[src/rtl/rcdm_pkg.sv]
// Package for the RC differential drive mixer: field widths, configuration
// register indexes and reset values, the divisor codes of the shared scale unit,
// and the structs that pass between the modules. It depends on nothing else.
package rcdm_pkg;

    localparam int CHAN_W      = 11;
    localparam int DB_W        = 8;
    localparam int PCT_W       = 7;
    localparam int DUTY_W      = 8;
    localparam int OPA_W       = 12;
    localparam int FACT_W      = 8;
    localparam int PROD_W      = 20;
    localparam int RECIP_W     = 17;
    localparam int QUO_W       = 12;
    localparam int RECIP_SHIFT = 20;
    localparam int DIVISOR_W   = 9;
    localparam int CFG_IDX_W   = 3;
    localparam int CFG_DATA_W  = 11;

    // Configuration register indexes.
    localparam logic [CFG_IDX_W-1:0] CFG_IDX_CENTER    = 3'd0;
    localparam logic [CFG_IDX_W-1:0] CFG_IDX_MOVE_DB   = 3'd1;
    localparam logic [CFG_IDX_W-1:0] CFG_IDX_TURN_DB   = 3'd2;
    localparam logic [CFG_IDX_W-1:0] CFG_IDX_FULL_PCT  = 3'd3;
    localparam logic [CFG_IDX_W-1:0] CFG_IDX_LOW_PCT   = 3'd4;

    // Mixing factors as integer numerators.
    localparam logic [FACT_W-1:0] FAST_NUM        = 8'd125;
    localparam logic [FACT_W-1:0] SLOW_NUM        = 8'd85;
    localparam logic [FACT_W-1:0] PIVOT_BIG_NUM   = 8'd11;
    localparam logic [FACT_W-1:0] PIVOT_SMALL_NUM = 8'd9;
    localparam logic [FACT_W-1:0] DUTY_NUM        = 8'd255;

    typedef struct packed {
        logic [CHAN_W-1:0] center;
        logic [DB_W-1:0]   move_db;
        logic [DB_W-1:0]   turn_db;
        logic [PCT_W-1:0]  full_pct;
        logic [PCT_W-1:0]  low_pct;
    } t_cfg;

    localparam t_cfg CFG_RESET = '{
        center:   11'd1500,
        move_db:  8'd25,
        turn_db:  8'd15,
        full_pct: 7'd75,
        low_pct:  7'd60
    };

    // Constant divisors the scale unit supports.
    typedef enum logic [1:0] {
        DIV_100 = 2'd0,
        DIV_10  = 2'd1,
        DIV_500 = 2'd2
    } t_div;

    typedef struct packed {
        logic             start;
        logic [OPA_W-1:0] a;
        logic [FACT_W-1:0] m;
        t_div             div;
    } t_scale_req;

    typedef struct packed {
        logic             done;
        logic [QUO_W-1:0] q;
    } t_scale_rsp;

    typedef struct packed {
        logic [DUTY_W-1:0] duty_right;
        logic [DUTY_W-1:0] duty_left;
        logic              reverse_right;
        logic              reverse_left;
        logic              brake_active;
    } t_result;

    function automatic logic [DIVISOR_W-1:0] divisor_of(input t_div d);
        logic [DIVISOR_W-1:0] v;
        case (d)
            DIV_100: v = 9'd100;
            DIV_10:  v = 9'd10;
            DIV_500: v = 9'd500;
            default: v = 9'd100;
        endcase
        return v;
    endfunction

    // floor(2^20 / d); the quotient estimate is then low by at most one.
    function automatic logic [RECIP_W-1:0] recip_of(input t_div d);
        logic [RECIP_W-1:0] v;
        case (d)
            DIV_100: v = 17'd10485;
            DIV_10:  v = 17'd104857;
            DIV_500: v = 17'd2097;
            default: v = 17'd10485;
        endcase
        return v;
    endfunction

    function automatic logic [DUTY_W-1:0] sat_duty(input logic [QUO_W-1:0] q);
        return (|q[QUO_W-1:DUTY_W]) ? {DUTY_W{1'b1}} : q[DUTY_W-1:0];
    endfunction

endpackage

[src/rtl/rc_differential_drive_mixer.sv]
// RC differential drive mixer, top level. Holds the configuration bank, the
// sequencer, the shared scale unit and the output register; uses rcdm_pkg.
//
// Each input transaction is one decoded RC frame: the link flag in tuser and
// five 11-bit channels in tdata. Each accepted frame produces exactly one output
// transaction with the right and left motor duties and the reverse and brake
// lines. With the link lost both duties are zero and the speed mode, reverse
// and brake state are kept. A frame that needs mixing is classified, then makes
// five passes through the shared multiply-and-divide unit (the speed percent,
// the two turn factors and the two duty conversions), and its result is handed
// to the output register before the next frame can be accepted. Frames with
// lost link, brake, or a centered stick skip the passes. A result that cannot
// enter a full output register holds the sequencer until that register is free.
// A finished result waits in the output register, so the next frame is taken
// while the previous result has not yet been accepted downstream. Configuration
// registers (index 0 center value, 1 throttle deadband, 2 steering deadband, 3
// full speed percent, 4 low speed percent) are written through their own
// channel, which is always ready, and should be written only while idle.
module rc_differential_drive_mixer
    import rcdm_pkg::*;
(
    input  logic                  i_clk,
    input  logic                  i_rst_n,
    // Input frame channel.
    input  logic                  i_s_axis_tvalid,
    output logic                  o_s_axis_tready,
    // tdata, lowest bit up: throttle[10:0], steering[21:11],
    // brake_channel[32:22], turn_mode_channel[43:33], speed_channel[54:44],
    // zero padding[55].
    input  logic [55:0]           i_s_axis_tdata,
    // tuser: link_valid[0].
    input  logic [0:0]            i_s_axis_tuser,
    // Result channel.
    output logic                  o_m_axis_tvalid,
    input  logic                  i_m_axis_tready,
    // tdata, lowest bit up: duty_right[7:0], duty_left[15:8],
    // reverse_right[16], reverse_left[17], brake_active[18], zero padding[23:19].
    output logic [23:0]           o_m_axis_tdata,
    // Configuration write channel.
    input  logic                  i_cfg_valid,
    output logic                  o_cfg_ready,
    input  logic [CFG_IDX_W-1:0]  i_cfg_index,
    input  logic [CFG_DATA_W-1:0] i_cfg_data
);

    t_cfg       cfg;
    t_scale_req scale_req;
    t_scale_rsp scale_rsp;
    t_result    seq_res;
    logic       seq_push;
    logic       slot_free;

    logic    r_out_valid;
    t_result r_out;

    rcdm_cfg_regs u_cfg (
        .i_clk       (i_clk),
        .i_rst_n     (i_rst_n),
        .i_cfg_valid (i_cfg_valid),
        .o_cfg_ready (o_cfg_ready),
        .i_cfg_index (i_cfg_index),
        .i_cfg_data  (i_cfg_data),
        .o_cfg       (cfg)
    );

    rcdm_scale_unit u_scale (
        .i_clk   (i_clk),
        .i_rst_n (i_rst_n),
        .i_req   (scale_req),
        .o_rsp   (scale_rsp)
    );

    rcdm_seq u_seq (
        .i_clk       (i_clk),
        .i_rst_n     (i_rst_n),
        .i_cfg       (cfg),
        .i_in_valid  (i_s_axis_tvalid),
        .o_in_ready  (o_s_axis_tready),
        .i_link      (i_s_axis_tuser[0]),
        .i_move      (i_s_axis_tdata[10:0]),
        .i_turn      (i_s_axis_tdata[21:11]),
        .i_brake     (i_s_axis_tdata[32:22]),
        .i_turn_mode (i_s_axis_tdata[43:33]),
        .i_speed     (i_s_axis_tdata[54:44]),
        .o_req       (scale_req),
        .i_rsp       (scale_rsp),
        .i_slot_free (slot_free),
        .o_push      (seq_push),
        .o_res       (seq_res)
    );

    // The output register is free when empty or when its result leaves now.
    assign slot_free = !r_out_valid || i_m_axis_tready;

    always_ff @(posedge i_clk) begin
        if (!i_rst_n) begin
            r_out_valid <= 1'b0;
        end else if (seq_push) begin
            r_out_valid <= 1'b1;
        end else if (i_m_axis_tready) begin
            r_out_valid <= 1'b0;
        end
    end

    always_ff @(posedge i_clk) begin
        if (seq_push) begin
            r_out <= seq_res;
        end
    end

    assign o_m_axis_tvalid = r_out_valid;
    assign o_m_axis_tdata  = {5'b0, r_out.brake_active, r_out.reverse_left,
                              r_out.reverse_right, r_out.duty_left, r_out.duty_right};

endmodule

[src/rtl/rcdm_cfg_regs.sv]
// Configuration register bank of the RC differential drive mixer.
// Depends on rcdm_pkg for the register indexes, reset values and t_cfg.
module rcdm_cfg_regs
    import rcdm_pkg::*;
(
    input  logic                  i_clk,
    input  logic                  i_rst_n,
    input  logic                  i_cfg_valid,
    output logic                  o_cfg_ready,
    input  logic [CFG_IDX_W-1:0]  i_cfg_index,
    input  logic [CFG_DATA_W-1:0] i_cfg_data,
    output t_cfg                  o_cfg
);

    t_cfg r_cfg;
    t_cfg n_cfg;

    assign o_cfg_ready = 1'b1;
    assign o_cfg       = r_cfg;

    // Writes to indexes beyond the list are accepted and dropped.
    always_comb begin
        n_cfg = r_cfg;
        if (i_cfg_valid) begin
            case (i_cfg_index)
                CFG_IDX_CENTER:   n_cfg.center   = i_cfg_data;
                CFG_IDX_MOVE_DB:  n_cfg.move_db  = i_cfg_data[DB_W-1:0];
                CFG_IDX_TURN_DB:  n_cfg.turn_db  = i_cfg_data[DB_W-1:0];
                CFG_IDX_FULL_PCT: n_cfg.full_pct = i_cfg_data[PCT_W-1:0];
                CFG_IDX_LOW_PCT:  n_cfg.low_pct  = i_cfg_data[PCT_W-1:0];
                default: ;
            endcase
        end
    end

    always_ff @(posedge i_clk) begin
        if (!i_rst_n) begin
            r_cfg <= CFG_RESET;
        end else begin
            r_cfg <= n_cfg;
        end
    end

endmodule

[src/rtl/rcdm_scale_unit.sv]
// Shared scale unit: computes floor(a * m / d) for d of 100, 10 or 500 with one
// multiplier used three times (product, reciprocal estimate, remainder check).
// Depends on rcdm_pkg for the request and response structs and the constants.
module rcdm_scale_unit
    import rcdm_pkg::*;
(
    input  logic       i_clk,
    input  logic       i_rst_n,
    input  t_scale_req i_req,
    output t_scale_rsp o_rsp
);

    typedef enum logic [2:0] {
        PH_IDLE = 3'b001,
        PH_RCP  = 3'b010,
        PH_FIX  = 3'b100
    } t_phase;

    t_phase r_phase;
    t_phase n_phase;
    logic   r_done;

    logic [PROD_W-1:0] r_p;
    logic [QUO_W-1:0]  r_q0;
    logic [QUO_W-1:0]  r_q;
    t_div              r_div;

    logic [PROD_W-1:0]         mul_x;
    logic [RECIP_W-1:0]        mul_y;
    logic [PROD_W+RECIP_W-1:0] mul_prod;
    logic [PROD_W-1:0]         rem;
    logic [QUO_W-1:0]          q_fix;

    // One multiplier; its operands follow the phase.
    always_comb begin
        case (r_phase)
            PH_RCP: begin
                mul_x = r_p;
                mul_y = recip_of(r_div);
            end
            PH_FIX: begin
                mul_x = {{(PROD_W-QUO_W){1'b0}}, r_q0};
                mul_y = {{(RECIP_W-DIVISOR_W){1'b0}}, divisor_of(r_div)};
            end
            default: begin
                mul_x = {{(PROD_W-OPA_W){1'b0}}, i_req.a};
                mul_y = {{(RECIP_W-FACT_W){1'b0}}, i_req.m};
            end
        endcase
    end

    assign mul_prod = mul_x * mul_y;

    // The estimate is the true quotient or one less; the remainder decides.
    assign rem   = r_p - mul_prod[PROD_W-1:0];
    assign q_fix = (rem >= {{(PROD_W-DIVISOR_W){1'b0}}, divisor_of(r_div)}) ?
                   r_q0 + QUO_W'(1) : r_q0;

    always_comb begin
        n_phase = r_phase;
        case (r_phase)
            PH_IDLE: if (i_req.start) n_phase = PH_RCP;
            PH_RCP:  n_phase = PH_FIX;
            PH_FIX:  n_phase = PH_IDLE;
            default: n_phase = PH_IDLE;
        endcase
    end

    always_ff @(posedge i_clk) begin
        if (!i_rst_n) begin
            r_phase <= PH_IDLE;
            r_done  <= 1'b0;
        end else begin
            r_phase <= n_phase;
            r_done  <= (r_phase == PH_FIX);
        end
    end

    always_ff @(posedge i_clk) begin
        if (r_phase == PH_IDLE && i_req.start) begin
            r_p   <= mul_prod[PROD_W-1:0];
            r_div <= i_req.div;
        end
        if (r_phase == PH_RCP) begin
            r_q0 <= mul_prod[RECIP_SHIFT+QUO_W-1:RECIP_SHIFT];
        end
        if (r_phase == PH_FIX) begin
            r_q <= q_fix;
        end
    end

    assign o_rsp.done = r_done;
    assign o_rsp.q    = r_q;

endmodule

[src/rtl/rcdm_seq.sv]
// Sequencer of the RC differential drive mixer: classifies a frame, keeps the
// speed mode, reverse and brake state, and drives the shared scale unit.
// Depends on rcdm_pkg and pairs with rcdm_scale_unit.
module rcdm_seq
    import rcdm_pkg::*;
(
    input  logic              i_clk,
    input  logic              i_rst_n,
    input  t_cfg              i_cfg,
    input  logic              i_in_valid,
    output logic              o_in_ready,
    input  logic              i_link,
    input  logic [CHAN_W-1:0] i_move,
    input  logic [CHAN_W-1:0] i_turn,
    input  logic [CHAN_W-1:0] i_brake,
    input  logic [CHAN_W-1:0] i_turn_mode,
    input  logic [CHAN_W-1:0] i_speed,
    output t_scale_req        o_req,
    input  t_scale_rsp        i_rsp,
    input  logic              i_slot_free,
    output logic              o_push,
    output t_result           o_res
);

    typedef enum logic [8:0] {
        ST_IDLE     = 9'b000000001,
        ST_CLASSIFY = 9'b000000010,
        ST_LAUNCH   = 9'b000000100,
        ST_OP_A     = 9'b000001000,
        ST_OP_B     = 9'b000010000,
        ST_OP_C     = 9'b000100000,
        ST_OP_D     = 9'b001000000,
        ST_OP_E     = 9'b010000000,
        ST_HOLD     = 9'b100000000
    } t_state;

    t_state r_state, n_state;

    // Persistent state.
    logic r_low, n_low;
    logic r_rev_r, n_rev_r;
    logic r_rev_l, n_rev_l;
    logic r_brake, n_brake;

    // Captured frame.
    logic              r_link;
    logic [CHAN_W-1:0] r_mv, r_tn, r_br, r_tm, r_sp;

    // Per-frame working registers.
    logic              r_move, n_move;
    logic              r_back, n_back;
    logic              r_turn_r, n_turn_r;
    logic              r_turn_l_q, n_turn_l;
    logic              r_one_wheel, n_one_wheel;
    logic [CHAN_W-1:0] r_mag, n_mag;
    logic [PCT_W-1:0]  r_pct, n_pct;
    logic [QUO_W-1:0]  r_v, n_v;
    logic [QUO_W-1:0]  r_qb, n_qb;
    logic [QUO_W-1:0]  r_speed_l, n_speed_l;
    logic [DUTY_W-1:0] r_duty_r, n_duty_r;
    logic [DUTY_W-1:0] r_duty_l, n_duty_l;

    logic signed [CHAN_W:0] thr, str, mdb, tdb;
    logic                   fwd, back, turn_r, turn_l, low_cls;
    logic [CHAN_W-1:0]      mag_thr, mag_str;
    logic [QUO_W-1:0]       fast, slow, sel_r, sel_l;
    logic                   left_fast;

    assign thr = $signed({1'b0, r_mv}) - $signed({1'b0, i_cfg.center});
    assign str = $signed({1'b0, r_tn}) - $signed({1'b0, i_cfg.center});
    assign mdb = $signed({{(CHAN_W+1-DB_W){1'b0}}, i_cfg.move_db});
    assign tdb = $signed({{(CHAN_W+1-DB_W){1'b0}}, i_cfg.turn_db});

    assign fwd     = thr > mdb;
    assign back    = thr < -mdb;
    assign turn_r  = str > tdb;
    assign turn_l  = str < -tdb;
    assign mag_thr = thr[CHAN_W] ? CHAN_W'(-thr) : thr[CHAN_W-1:0];
    assign mag_str = str[CHAN_W] ? CHAN_W'(-str) : str[CHAN_W-1:0];
    assign low_cls = (r_sp > i_cfg.center) ? 1'b1 :
                     (r_sp < i_cfg.center) ? 1'b0 : r_low;

    // Wheel speeds once both mixed values are known; i_rsp.q is the third.
    always_comb begin
        fast      = r_one_wheel ? r_v : r_qb;
        slow      = r_one_wheel ? '0  : i_rsp.q;
        left_fast = r_turn_r != r_back;
        if (r_move) begin
            if (r_turn_r || r_turn_l_q) begin
                sel_l = left_fast ? fast : slow;
                sel_r = left_fast ? slow : fast;
            end else begin
                sel_l = r_v;
                sel_r = r_v;
            end
        end else if (r_turn_r) begin
            sel_r = r_qb;
            sel_l = i_rsp.q;
        end else begin
            sel_r = i_rsp.q;
            sel_l = r_qb;
        end
    end

    always_comb begin
        n_state     = r_state;
        n_low       = r_low;
        n_rev_r     = r_rev_r;
        n_rev_l     = r_rev_l;
        n_brake     = r_brake;
        n_move      = r_move;
        n_back      = r_back;
        n_turn_r    = r_turn_r;
        n_turn_l    = r_turn_l_q;
        n_one_wheel = r_one_wheel;
        n_mag       = r_mag;
        n_pct       = r_pct;
        n_v         = r_v;
        n_qb        = r_qb;
        n_speed_l   = r_speed_l;
        n_duty_r    = r_duty_r;
        n_duty_l    = r_duty_l;
        o_req       = '{start: 1'b0, a: '0, m: '0, div: DIV_100};
        o_push      = 1'b0;

        case (r_state)
            ST_IDLE: begin
                if (i_in_valid) n_state = ST_CLASSIFY;
            end
            ST_CLASSIFY: begin
                n_duty_r = '0;
                n_duty_l = '0;
                n_state  = ST_HOLD;
                if (r_link) begin
                    n_low       = low_cls;
                    n_pct       = low_cls ? i_cfg.low_pct : i_cfg.full_pct;
                    n_brake     = r_br < i_cfg.center;
                    n_move      = fwd || back;
                    n_back      = back;
                    n_turn_r    = turn_r;
                    n_turn_l    = turn_l;
                    n_one_wheel = r_tm < i_cfg.center;
                    if (r_br < i_cfg.center) begin
                        n_state = ST_HOLD;
                    end else if (fwd || back) begin
                        n_rev_r = back;
                        n_rev_l = back;
                        n_mag   = mag_thr;
                        n_state = ST_LAUNCH;
                    end else begin
                        n_rev_r = turn_r;
                        n_rev_l = turn_l;
                        n_mag   = mag_str;
                        if (turn_r || turn_l) n_state = ST_LAUNCH;
                    end
                end
            end
            ST_LAUNCH: begin
                o_req   = '{start: 1'b1, a: {1'b0, r_mag},
                            m: {1'b0, r_pct}, div: DIV_100};
                n_state = ST_OP_A;
            end
            ST_OP_A: begin
                if (i_rsp.done) begin
                    n_v     = i_rsp.q;
                    o_req   = '{start: 1'b1, a: i_rsp.q,
                                m: r_move ? FAST_NUM : PIVOT_BIG_NUM,
                                div: r_move ? DIV_100 : DIV_10};
                    n_state = ST_OP_B;
                end
            end
            ST_OP_B: begin
                if (i_rsp.done) begin
                    n_qb    = i_rsp.q;
                    o_req   = '{start: 1'b1, a: r_v,
                                m: r_move ? SLOW_NUM : PIVOT_SMALL_NUM,
                                div: r_move ? DIV_100 : DIV_10};
                    n_state = ST_OP_C;
                end
            end
            ST_OP_C: begin
                if (i_rsp.done) begin
                    n_speed_l = sel_l;
                    o_req     = '{start: 1'b1, a: sel_r, m: DUTY_NUM, div: DIV_500};
                    n_state   = ST_OP_D;
                end
            end
            ST_OP_D: begin
                if (i_rsp.done) begin
                    n_duty_r = sat_duty(i_rsp.q);
                    o_req    = '{start: 1'b1, a: r_speed_l, m: DUTY_NUM, div: DIV_500};
                    n_state  = ST_OP_E;
                end
            end
            ST_OP_E: begin
                if (i_rsp.done) begin
                    n_duty_l = sat_duty(i_rsp.q);
                    n_state  = ST_HOLD;
                end
            end
            ST_HOLD: begin
                if (i_slot_free) begin
                    o_push  = 1'b1;
                    n_state = ST_IDLE;
                end
            end
            default: n_state = ST_IDLE;
        endcase
    end

    assign o_in_ready = (r_state == ST_IDLE);

    assign o_res.duty_right    = r_duty_r;
    assign o_res.duty_left     = r_duty_l;
    assign o_res.reverse_right = r_rev_r;
    assign o_res.reverse_left  = r_rev_l;
    assign o_res.brake_active  = r_brake;

    always_ff @(posedge i_clk) begin
        if (!i_rst_n) begin
            r_state <= ST_IDLE;
            r_low   <= 1'b1;
            r_rev_r <= 1'b0;
            r_rev_l <= 1'b0;
            r_brake <= 1'b0;
        end else begin
            r_state <= n_state;
            r_low   <= n_low;
            r_rev_r <= n_rev_r;
            r_rev_l <= n_rev_l;
            r_brake <= n_brake;
        end
    end

    always_ff @(posedge i_clk) begin
        if (r_state == ST_IDLE && i_in_valid) begin
            r_link <= i_link;
            r_mv   <= i_move;
            r_tn   <= i_turn;
            r_br   <= i_brake;
            r_tm   <= i_turn_mode;
            r_sp   <= i_speed;
        end
        r_move      <= n_move;
        r_back      <= n_back;
        r_turn_r    <= n_turn_r;
        r_turn_l_q  <= n_turn_l;
        r_one_wheel <= n_one_wheel;
        r_mag       <= n_mag;
        r_pct       <= n_pct;
        r_v         <= n_v;
        r_qb        <= n_qb;
        r_speed_l   <= n_speed_l;
        r_duty_r    <= n_duty_r;
        r_duty_l    <= n_duty_l;
    end

endmodule

[config.mk]
export PLATFORM = sky130hd
export DESIGN_NAME = rc_differential_drive_mixer
export DESIGN_NICKNAME = d
export VERILOG_FILES = /design/src/rtl/rcdm_pkg.sv /design/src/rtl/rc_differential_drive_mixer.sv /design/src/rtl/rcdm_cfg_regs.sv /design/src/rtl/rcdm_scale_unit.sv /design/src/rtl/rcdm_seq.sv
export SDC_FILE = /design/constraint.sdc
export NUM_CORES = 1
export LEC_CHECK = 0
export ABC_AREA = 1
export BUFFER_PORTS_ARGS = -buffer_cell sky130_fd_sc_hd__buf_2
export CORE_MARGIN = 10
export CORE_UTILIZATION = 45
export DETAILED_ROUTE_END_ITERATION = 12
export GPL_ROUTABILITY_DRIVEN = 0
export GPL_TIMING_DRIVEN = 0
export PLACE_DENSITY = 0.64
export SLEW_MARGIN = 20
export SYNTH_ARGS = -nofsm -noshare
export SYNTH_HDL_FRONTEND = slang
export SYNTH_SLANG_ARGS = --single-unit
[constraint.sdc]
create_clock -name i_clk -period 11.7 [get_ports i_clk]
set_clock_uncertainty 0.2 [all_clocks]
set_input_delay 0.585 -clock i_clk [delete_from_list [all_inputs] [get_ports i_clk]]
set_output_delay 0.585 -clock i_clk [all_outputs]
set_load 0.1 [all_outputs]
* Word-level counts from Yosys, hierarchy flattened
Index checks and enable logic that the tools add are counted.
** Operators by class
- Bitwise gates (word level) :: 1
- Multiplexer cells :: 53
- Multiply operators :: 1
- $add $sub $neg :: 8
- Reduce and logical (&&, ||, !) cells :: 25
- $lt $le $gt $ge :: 9
- Equality and inequality tests :: 27
** Operators by type and width (number)
- 12-bit 2-to-1 mux :: 11
- 23-bit case mux with 5 select lines :: 1
- 9-bit 2-to-1 mux :: 11
- 23-bit 2-to-1 mux :: 4
- 9-bit case mux with 9 select lines :: 1
- 17-bit case mux with 2 select lines :: 2
- 20-bit case mux with 2 select lines :: 1
- 11-bit less-than comparator :: 3
- 11-bit 2-to-1 mux :: 3
- 20-bit by 17-bit multiplier with 32-bit output :: 1
- 8-bit case mux with 2 select lines :: 2
- 12-bit by 9-bit greater-than comparator with 1-bit output :: 2
- 12-bit less-than comparator :: 2
- 8-bit negator with 12-bit output :: 2
- 11-bit by 11-bit subtractor with 12-bit output :: 2
- 11-bit negator :: 2
- 2-bit AND reduction :: 11
- 7-bit 2-to-1 mux :: 3
- 20-bit by 9-bit >= comparator with 1-bit output :: 1
- 20-bit subtractor :: 1
- 9-bit case mux with 2 select lines :: 1
- 8-bit 2-to-1 mux :: 2
- 2-bit != test (second input constant) :: 7
- 12-bit by 1-bit adder with 12-bit output (second input constant) :: 1
- other kinds (29) :: 47
** Word-level totals
- Word-level logic and storage cells :: 164
- Register bits :: 255
- Input port bits :: 76

* Logic depth before layout (Yosys ltp)
Gate-level depths: netlist of the first run.
- Depth after elaboration :: 11
- Depth in mapped cells :: 54
- Mapped depth without buffers :: 53

* Modules after synthesis
From an unflattened synthesis of the first run, not the netlist that was laid out.
** Unflattened totals
- Cells, all modules :: 3043
- Area total of the unflattened synthesis :: 24632.4 µm²
** Modules (own cells, without submodules)
- rcdm_scale_unit :: times used 1, sequential area each 1461.4 µm², cells each 1535, area each 12251.8 µm²
- rcdm_seq :: times used 1, sequential area each 4194.0 µm², cells each 1250, area each 10124.7 µm²
- rcdm_cfg_regs :: times used 1, sequential area each 820.8 µm², cells each 227, area each 1597.8 µm²
- rc_differential_drive_mixer :: times used 1, sequential area each 590.6 µm², cells each 31, area each 658.1 µm²

* Least setup slack after synthesis of the first run
Ideal clock, no wire load.
- Kind :: reg2reg
- From :: register u_scale.r_phase[2]
- To :: register u_scale.r_q[6], data pin
- Cell stages (with the launch flop) :: 40
- Slack :: 3239 ps
- Setup time :: 249 ps
- Arrival :: 8011 ps
- Path buffers :: 2
- Cells stage by stage :: dfxtp_1 > inv_1 > nor3_1 > nor2_1 > inv_1 > buf_2 > o211ai_1 > nand2_1 > nor2_1 > fa_1 > inv_1 > fa_1 > fa_1 > inv_1 > fa_1 > fa_1 > inv_1 > fa_1 > [4 not listed] > nand3_1 > nand2_1 > nand2_1 > xnor2_1 > ha_1 > inv_1 > o21bai_1 > nor2_2 > nand2_1 > nand2_1 > nand2_1 > nor2_4 > nand2_4 > buf_6 > nand2_1 > nand2_1 > nand2_1 > inv_1
** On the way
- Word-level cells in the longest chain between the ends :: 6
** Ends and longest elaborated chain
- start, declared :: RTL line rcdm_scale_unit.sv:19 : t_phase r_phase;
- start signal, assigned :: RTL line rcdm_scale_unit.sv:74 : r_phase <= n_phase;
- 3-bit equality test / 3-bit by 2-bit equality test with 1-bit output (equally long branches) :: RTL line rcdm_scale_unit.sv:36 : case (r_phase)
- 20-bit case mux with 2 select lines / 17-bit case mux with 2 select lines (equally long branches) :: RTL line rcdm_scale_unit.sv:36
- 20-bit by 17-bit multiplier with 32-bit output (*) :: RTL line rcdm_scale_unit.sv:52 : assign mul_prod = mul_x * mul_y;
- 20-bit subtractor (*) :: RTL line rcdm_scale_unit.sv:55 : assign rem = r_p - mul_prod[PROD_W-1:0];
- 20-bit by 9-bit >= comparator with 1-bit output (*) :: RTL line rcdm_scale_unit.sv:56 : assign q_fix = (rem >= {{(PROD_W-DIVISOR_W){1'b0}}, divisor_of(r_div)}) ?
- 12-bit 2-to-1 mux (*) :: RTL line rcdm_scale_unit.sv:56
- net u_scale.q_fix[6] :: RTL line rcdm_scale_unit.sv:32 : logic [QUO_W-1:0] q_fix;
- end signal, assigned :: RTL line rcdm_scale_unit.sv:88 : r_q <= q_fix;
- end, declared :: RTL line rcdm_scale_unit.sv:25 : logic [QUO_W-1:0] r_q;
The timed path passes the listed nets; every way through them passes the cells marked *.
A chain may end at the register's enable or synchronous reset.

* Final worst setup path of the first run
- From :: register u_seq.r_turn_r
- To :: register u_scale.r_q[8], data pin
** On the way
- Word-level cells in the longest chain between the ends :: 11
** Ends and longest elaborated chain
- start, declared :: RTL line rcdm_seq.sv:52 : logic r_turn_r, n_turn_r;
- start signal, assigned :: RTL line rcdm_seq.sv:246 : r_turn_r <= n_turn_r;
- 1-bit != test :: RTL line rcdm_seq.sv:87 : left_fast = r_turn_r != r_back;
- 12-bit 2-to-1 mux :: RTL line rcdm_seq.sv:91 : sel_r = left_fast ? slow : fast;
- 12-bit 2-to-1 mux :: RTL line rcdm_seq.sv:89 : if (r_turn_r || r_turn_l_q) begin
- 12-bit 2-to-1 mux (*) :: RTL line rcdm_seq.sv:88 : if (r_move) begin
- 23-bit 2-to-1 mux (*) :: RTL line rcdm_seq.sv:182 : if (i_rsp.done) begin
- 23-bit case mux with 5 select lines (*) :: RTL line rcdm_seq.sv:126 : case (r_state)
- 20-bit case mux with 2 select lines (*) :: RTL line rcdm_scale_unit.sv:36
- 20-bit by 17-bit multiplier with 32-bit output (*) :: RTL line rcdm_scale_unit.sv:52
- 20-bit subtractor (*) :: RTL line rcdm_scale_unit.sv:55
- 20-bit by 9-bit >= comparator with 1-bit output (*) :: RTL line rcdm_scale_unit.sv:56
- 12-bit 2-to-1 mux (*) :: RTL line rcdm_scale_unit.sv:56
- net u_scale.q_fix[8] :: RTL line rcdm_scale_unit.sv:32
Marks and branches as above.

==> metrics.md, run 1 <==
| Metric | Value |
|---|---|
| Dpl cell area | about 0.025 mm2 |
| Die width | 251 um |
| End point of the critical path | u_scale.r_q[8] |
| Cell-internal power | 0.00200 W |
| Max Fclk | 99.8 MHz |
| Max incr delay on CP | 650 ps |
| Grt ovf | 0 |
| Max FO, Critical Path | 10 |
| Critical R2R Launch | u_seq.r_turn_r |
| Remaining DRCs | 0 |
| Top cell type's share of synthesized area | 24.5% |
| Number of synthesized flops with an enable pin | ~200 |
| Worst path bufs/invs | 10 |
| Die Area | between 0.06 and 0.07 mm2 |
| Flop2flop setup slack | 1680 ps |
| CP Launch Point | u_seq.r_turn_r |
| Synth Cell Area | between 0.02 and 0.025 mm2 |
| Tmin final | 10020 ps |
| Combinational power share | 31.0% |
| Largest cells by area after synthesis | edfxtp_1 (25%), fa_1 (17%), ha_1 (12%), inv_1 (9.0%), nand2_1 (8.0%) |
| H-tree levels | 1 |
| Vias per inst | approximately 5.3 |
| 1st-iter DRT viols | about 1500 |
| Via count | approximately 20000 |
| Sequential fraction of the synthesis area | 29.5% |
| I/O Pins | 103 |
| DR pass1 iterations | 6 |
| Critical path class | flop to flop |
| Unrepaired setup endpoints after global routing | no |
| Initial Util | between 40 and 50% |
| Most common cell on crit path | nand2_1 |
| CTS Buf Count | 30 |
| Final setup violating endpoints | 0 |
| Fillers | 4850 |
| #FFs+latches synth | 255 |
| Critical Path Stages | 45 |
| Reg clk slew, reported paths | 60 ps |
| Power density cells | around 110 mW/mm2 |
| P_sw | approximately 0.0011 W |
| Gr usage total | 20.6% |
| # port buffers | 95 |
| Cells after Synth | approximately 2800 |
| CORE AREA | 0.0527 mm2 |
| Clock share of power | roughly a third |
| # Post-CTS Setup Buffers | 0 |
| Syn avg cell area | 8.43 um2 |
| Routed Antenna Nets | 0 |
| Longest Clk Path Bufs | 3 |
| Sw Share | around a third |
| Reg power frac | 37.1% |
| Worst-skew pair later-pin latency | 580 ps |
| Post-route cell area | approximately 0.027 mm2 |
| Crit path DAT | 10150 ps |
| Layout area overhead | 12.7% |
| Max Transition Viols Final | 0 |
| Average routed wire per standard cell | 17.5 um |
| Total negative setup slack | 0 ps |
| Leading area contributor after synthesis | edfxtp_1 |
| Synth warnings | 0 |
| Root buf cell | clkbuf_16 |
| R2R cell count | 45 |
| Cell row count | 84 |
| CP Launch Type | flop |
| Finished Core Util | 51.3% |
| Max-slew headroom | 34.8% |
| Post-synth ARST share | 0% |
| Crit-path slowest cell | nor2_1 |
| Crit end category | flop |
| Tcrit/Tclk final | 85.7% |
| Tightest Pin Transition | 968 ps |
| Initial antenna violation count | 2 |
| CTS tree | yes |
| Final Hold Fails | 0 |
| Top FF cell, synth | edfxtp_1 |
| Outcome | completed |
| HP Class | input port to flop |
| Dpl hpwl | 52600 um |
| Die height | between 200 and 300 um |
| Post-Route WL | 65800 um |
| First-pass GRT wire length | 106000 um |
| Layout cells sized above 1 | 7.34% |
| Max VDD drop | approximately 0.15 mV |
| Clk sinks | 255 |
| Required @ worst endpoint | ~12000 ps |
| Leak | ~13 nW |
| CP delay by family, top | adder cells |
| Post-cts resize count | 0 |
| Max cap viols | 0 |
| Largest net degree at the start of global routing | 31 |
| Vias in the first global route | 20400 |
| NumNets Final | between 3000 and 4000 |
| Worst R2R End | u_scale.r_q[8] |
| Synth unique cells | slightly above 60 |
power groups by stage:
stage	clock network, W	registers, W	logic, W
global placement	0	0.00116	0.000882
CTS	0.000994	0.00114	0.000938
detailed placement	0	0.00115	0.000919
floorplan	0	0.00115	0.000665
finish	0.000979	0.00114	0.000950
global route	0.00104	0.00114	0.00107
Yosys cell counts (8+ instances only):
cell / n
nand4_1: 19
ha_1: 235
nor2_1: 300
nand2_2: 12
dfxtp_1: 59
nand3_1: 116
nor3_1: 36
xor2_1: 56
a211oi_1: 10
edfxtp_1: 196
o211ai_1: 39
inv_1: 575
o21ai_0: 106
xnor2_1: 17
fa_1: 207
a21oi_1: 158
clkinv_1: 9
nand2_1: 510
buf_2: 9
clkbuf_1: 35
a221oi_1: 11
a32oi_1: 9
nand3_2: 8
sequential cells by signal, indices dropped and copies added, names as in the netlist, 11 cells and up:
signal	flops
u_scale.r_p	20
u_seq.r_speed_l	12
u_scale.r_q	12
u_seq.r_tn	11
u_cfg.o_cfg	41
u_scale.r_q0	12
u_seq.r_mv	11
o_m_axis_tdata	19
u_seq.r_br	11
u_seq.r_v	12
u_seq.r_sp	11
u_seq.r_tm	11
u_seq.r_qb	12
u_seq.r_mag	11
worst min path at each step:
stage               slack, ps  depth (start not counted)               start                  to
detailed placement        200                          0   u_seq.r_duty_l[7]  o_m_axis_tdata[15]
global route                2                          1  i_s_axis_tdata[22]       u_seq.r_br[0]
floorplan                 200                          0   u_seq.r_duty_r[0]   o_m_axis_tdata[0]
global placement          200                          0   u_seq.r_duty_l[2]  o_m_axis_tdata[10]
CTS                       0.7                          1  i_s_axis_tdata[23]       u_seq.r_br[1]
finish                     20                          1  i_s_axis_tdata[22]       u_seq.r_br[0]
through the flow:
stage	worst slack, ps	power [W]	std cells	hold WS, ps
after floorplan	3240	0.00182	2858	200
after global placement	1160	0.00204	3641	203
after detailed placement	1840	0.00207	3644	205
after CTS	1810	0.00307	3750	0.657
after global routing	1200	0.00325	3756	1.53
final	1680	0.00307	3756	20.0
kinds of logic (layout without fill, tap and decap cells):
logic type / Yosys count / count (layout) / share of synthesized area, %
AOI/OAI and AO/OA: 399 / 399 / 9.94
xor gates and xnor gates: 74 / 74 / 2.76
adders and majority gates: 442 / 442 / 29.5
buffers and inverters: 646 / 854 / 10.4
DFF: 255 / 255 / 29.5
muxes: 1 / 1 / 0.0417
other: 2 / 16 / 0.0313
and+or+nand+nor: 1027 / 1027 / 17.9
layout by cell type, fill, tap and decap left out, types with 5 or more instances in the layout:
cell type / count
nand2_2: 12
o21ai_0: 105
dfxtp_1: 59
a21oi_1: 158
nor2_2: 8
buf_2: 104
inv_2: 5
o31ai_1: 5
a211oi_1: 10
clkbuf_16: 32
dlygate4sd3_1: 54
a21o_1: 6
buf_4: 8
ha_1: 235
a221oi_1: 11
nor3_1: 35
nand4_1: 19
o211ai_1: 39
nor2_1: 296
fa_1: 207
nand2_1: 510
clkbuf_1: 39
a31oi_1: 7
xor2_1: 56
nor2_4: 6
clkinv_1: 9
edfxtp_1: 196
o21a_1: 7
o22ai_1: 6
conb_1: 14
clkbuf_8: 5
nand3_2: 8
nand3_1: 116
inv_1: 575
a32oi_1: 9
xnor2_1: 17
layout make-up:
class                   instances  area, um2  share of cell area, %
diodes                          2       5.00                 0.0185
plain buffers                  57        275                   1.02
clock buffers                  42        888                   3.29
clock inverters                14        151                  0.560
inverters                     589       2210                   8.18
repair buffers                152       1060                   3.93
multi-input cells            1957      14500                   53.7
flip-flops and latches        255       7070                   26.1
well taps                     688        861                   3.18
what timing repair did:
| action | in CTS | in global routing |
|---|---|---|
| endpoints found under the hold margin | 50 | 4 |
| hold buffers | 50 | 4 |
| endpoints found under the setup margin | 0 | 0 |
per-layer routing:
metal	GRT usage [%]	part of all wire (%)	up-vias
li1	-	-	9553
met1	26.9	43	9541
met2	34.4	47	722
met3	2.96	6.5	159
met4	7.23	3.3	0
met5	0	0	-
Power figures use the tool's default switching activity.
==> run 2: changes to the inputs <==
--- a/config.mk
+++ b/config.mk
@@ -6,13 +6,13 @@
 export NUM_CORES = 1
 export LEC_CHECK = 0
 export ABC_AREA = 1
-export BUFFER_PORTS_ARGS = -buffer_cell sky130_fd_sc_hd__buf_2
+export BUFFER_PORTS_ARGS = -buffer_cell sky130_fd_sc_hd__clkbuf_2
 export CORE_MARGIN = 10
-export CORE_UTILIZATION = 45
+export CORE_UTILIZATION = 34
 export DETAILED_ROUTE_END_ITERATION = 12
 export GPL_ROUTABILITY_DRIVEN = 0
 export GPL_TIMING_DRIVEN = 0
-export PLACE_DENSITY = 0.64
+export PLACE_DENSITY = 0.52
 export SLEW_MARGIN = 20
 export SYNTH_ARGS = -nofsm -noshare
 export SYNTH_HDL_FRONTEND = slang
==> run 2 against run 1 <==
  * Via count fell by 4.3%
  * Register-to-register slack gained 70 ps
  * Sequential share of layout area down 0.096 points
==> metrics.md, run 2 (synthesis results as in run 1) <==
| Metric | Value |
|---|---|
| Die width | ~290 um |
| DR pass1 iterations | 8 |
| Worst-skew pair later-pin latency | 550 ps |
| Area of the multi-input gates | between 0.01 and 0.015 mm2 |
| Critical path class | flop to flop |
| Final setup violating endpoints | 0 |
| NumNets Final | 3528 |
| I/O Pins | 103 |
| Largest net degree at the start of global routing | 28 |
| Max VDD drop | approximately 0.17 mV |
| Required @ worst endpoint | about 12000 ps |
| Root buf cell | clkbuf_16 |
| Die Area | 0.0816 mm2 |
| Remaining DRCs | 0 |
| First-pass GRT wire length | 109000 um |
| Outcome | completed |
| Initial Util | 34.3% |
| Post-cts resize count | 0 |
| Most common cell on crit path | nand2_1 |
| Tightest Pin Transition | 1090 ps |
| Total power | 0.00318 W |
| Commonest cells after routing, fill and taps aside | inv_1 (575), nand2_1 (510), nor2_1 (296) |
| Post-Route WL | between 60000 and 70000 um |
| Max FO, Critical Path | 10 |
| Sw Share | 33.7% |
| Max Transition Viols Final | 0 |
| Routed Antenna Nets | 0 |
| Leading cell type in the layout, fill and taps excluded | inv_1 |
| Power density cells | 117 mW/mm2 |
| Max incr delay on CP | ~620 ps |
| Combinational power share | 29.2% |
| Cell row count | 97 |
| P_sw | 0.00107 W |
| Max reg flops | 41 |
| Dpl hpwl | 55200 um |
| Average routed wire per standard cell | 17.0 um |
| Reg clk slew, reported paths | about 50 ps |
| Clk sinks | 255 |
| Initial antenna violation count | 1 |
| Register area | 0.00707 mm2 |
| Cell-internal power | 0.00211 W |
| Vias per inst | 4.81 |
| Longest Clk Path Bufs | 3 |
| Die height | 286 um |
| Max cap viols | 0 |
| Ant. Diodes | 0 |
| Layout area overhead | 13.1% |
| 1st-iter DRT viols | 1259 |
| Final Hold Fails | 0 |
| Crit path DAT | 10060 ps |
| Via count | 19100 |
| Gr usage total | 16.7% |
| Fillers | 7252 |
| Vias in the first global route | 19400 |
| Total negative setup slack | 0 ps |
| Crit end category | flop |
| Crit-path slowest cell | nor2_1 |
| Grt ovf | 0 |
| Reg power frac | ~36% |
| Leak | 13.2 nW |
| CP Launch Type | flop |
| Tcrit/Tclk final | 85.1% |
| CTS Buf Count | 34 |
| Tmin final | ~10000 ps |
| Clock share of power | about a third |
| CTS tree | yes |
| Max-slew headroom | 27.6% |
| CORE AREA | 0.0700 mm2 |
| HP Class | input port to flop |
| # port buffers | 95 |
| Layout cells sized above 1 | under 10% |
| Max Fclk | approximately 100 MHz |
| H-tree levels | 2 |
| Unrepaired setup endpoints after global routing | no |
run 2: cell count changes in the layout (fill, tap and decap cells not counted), moves of 2 or more:
cell,before,now
clkbuf_16,32,35
dlygate4sd3_1,54,16
diode_2,2,0
clkinv_1,9,13
bufinv_16,2,6
clkbuf_8,5,1
buf_2,104,9
clkbuf_2,1,95
run 2: timing repair:
item	in CTS	in global routing
hold endpoints to repair	16	0
hold buffers	16	0
setup buffers	0	0
run 2: final timing paths:
check / startpoint / endpoint / slack, ps / depth (start not counted)
hold reg to reg: u_seq.r_duty_l[0] / o_m_axis_tdata[8] / 220 / 0
setup reg to reg: u_seq.r_turn_r / u_scale.r_q[9] / 1740 / 40
hold / removal: i_s_axis_tdata[36] / u_seq.r_tm[3] / 30 / 1
setup / recovery: u_seq.r_turn_r / u_scale.r_q[9] / 1740 / 40
run 2: stage by stage:
stage / setup WS (ps) / cells / hold WS (ps) / instance area (um2) / util (%)
5_1_grt: 1140 / 3975 / 8.51 / 27100 / 38.7
3_5_place_dp: 1750 / 3898 / 205 / 25800 / 36.8
4_1_cts: 1740 / 3975 / 0.431 / 27100 / 38.7
2_1_floorplan: 3240 / 2858 / 200 / 24000 / -
3_3_place_gp: 894 / 3893 / 204 / 25700 / 36.7
6_report: 1740 / 3975 / 31.0 / 27100 / 38.7
run 2: cell type report:
cell class	count	area share, %
tap	940	4.33
buffer	57	1.01
sequential	255	26.0
multi-input combinational	1957	53.5
timing repair buffer	116	2.66
clock buffer	41	3.35
inverter	589	8.15
clock inverter	20	0.973
run 2: critical path, delay by kind of cell, from the launching register on:
kind                     cells  cell delay [ps]
buffers and inverters        9             1430
flip-flops                   1              390
adder cells (fa/ha/maj)      8             3840
XOR/XNOR                     1              390
AO/OA/AOI/OAI                4              870
AND/OR/NAND/NOR             18             2610
run 2: routing by layer:
| layer | part of all wire (%) | GRT usage, % |
|---|---|---|
| met1 | 45 | 22.5 |
| met4 | 2.2 | 4.25 |
| met5 | 0 | 0 |
| met3 | 5.5 | 2.51 |
| met2 | 47 | 27.6 |
run 2: power by group through the flow:
stage	Combinational, W	Clock [W]	Sequential (W)
floorplan	0.000665	0	0.00115
global placement	0.000902	0	0.00117
detailed placement	0.000923	0	0.00116
CTS	0.000932	0.00113	0.00114
global route	0.00106	0.00117	0.00115
finish	0.000926	0.00111	0.00114
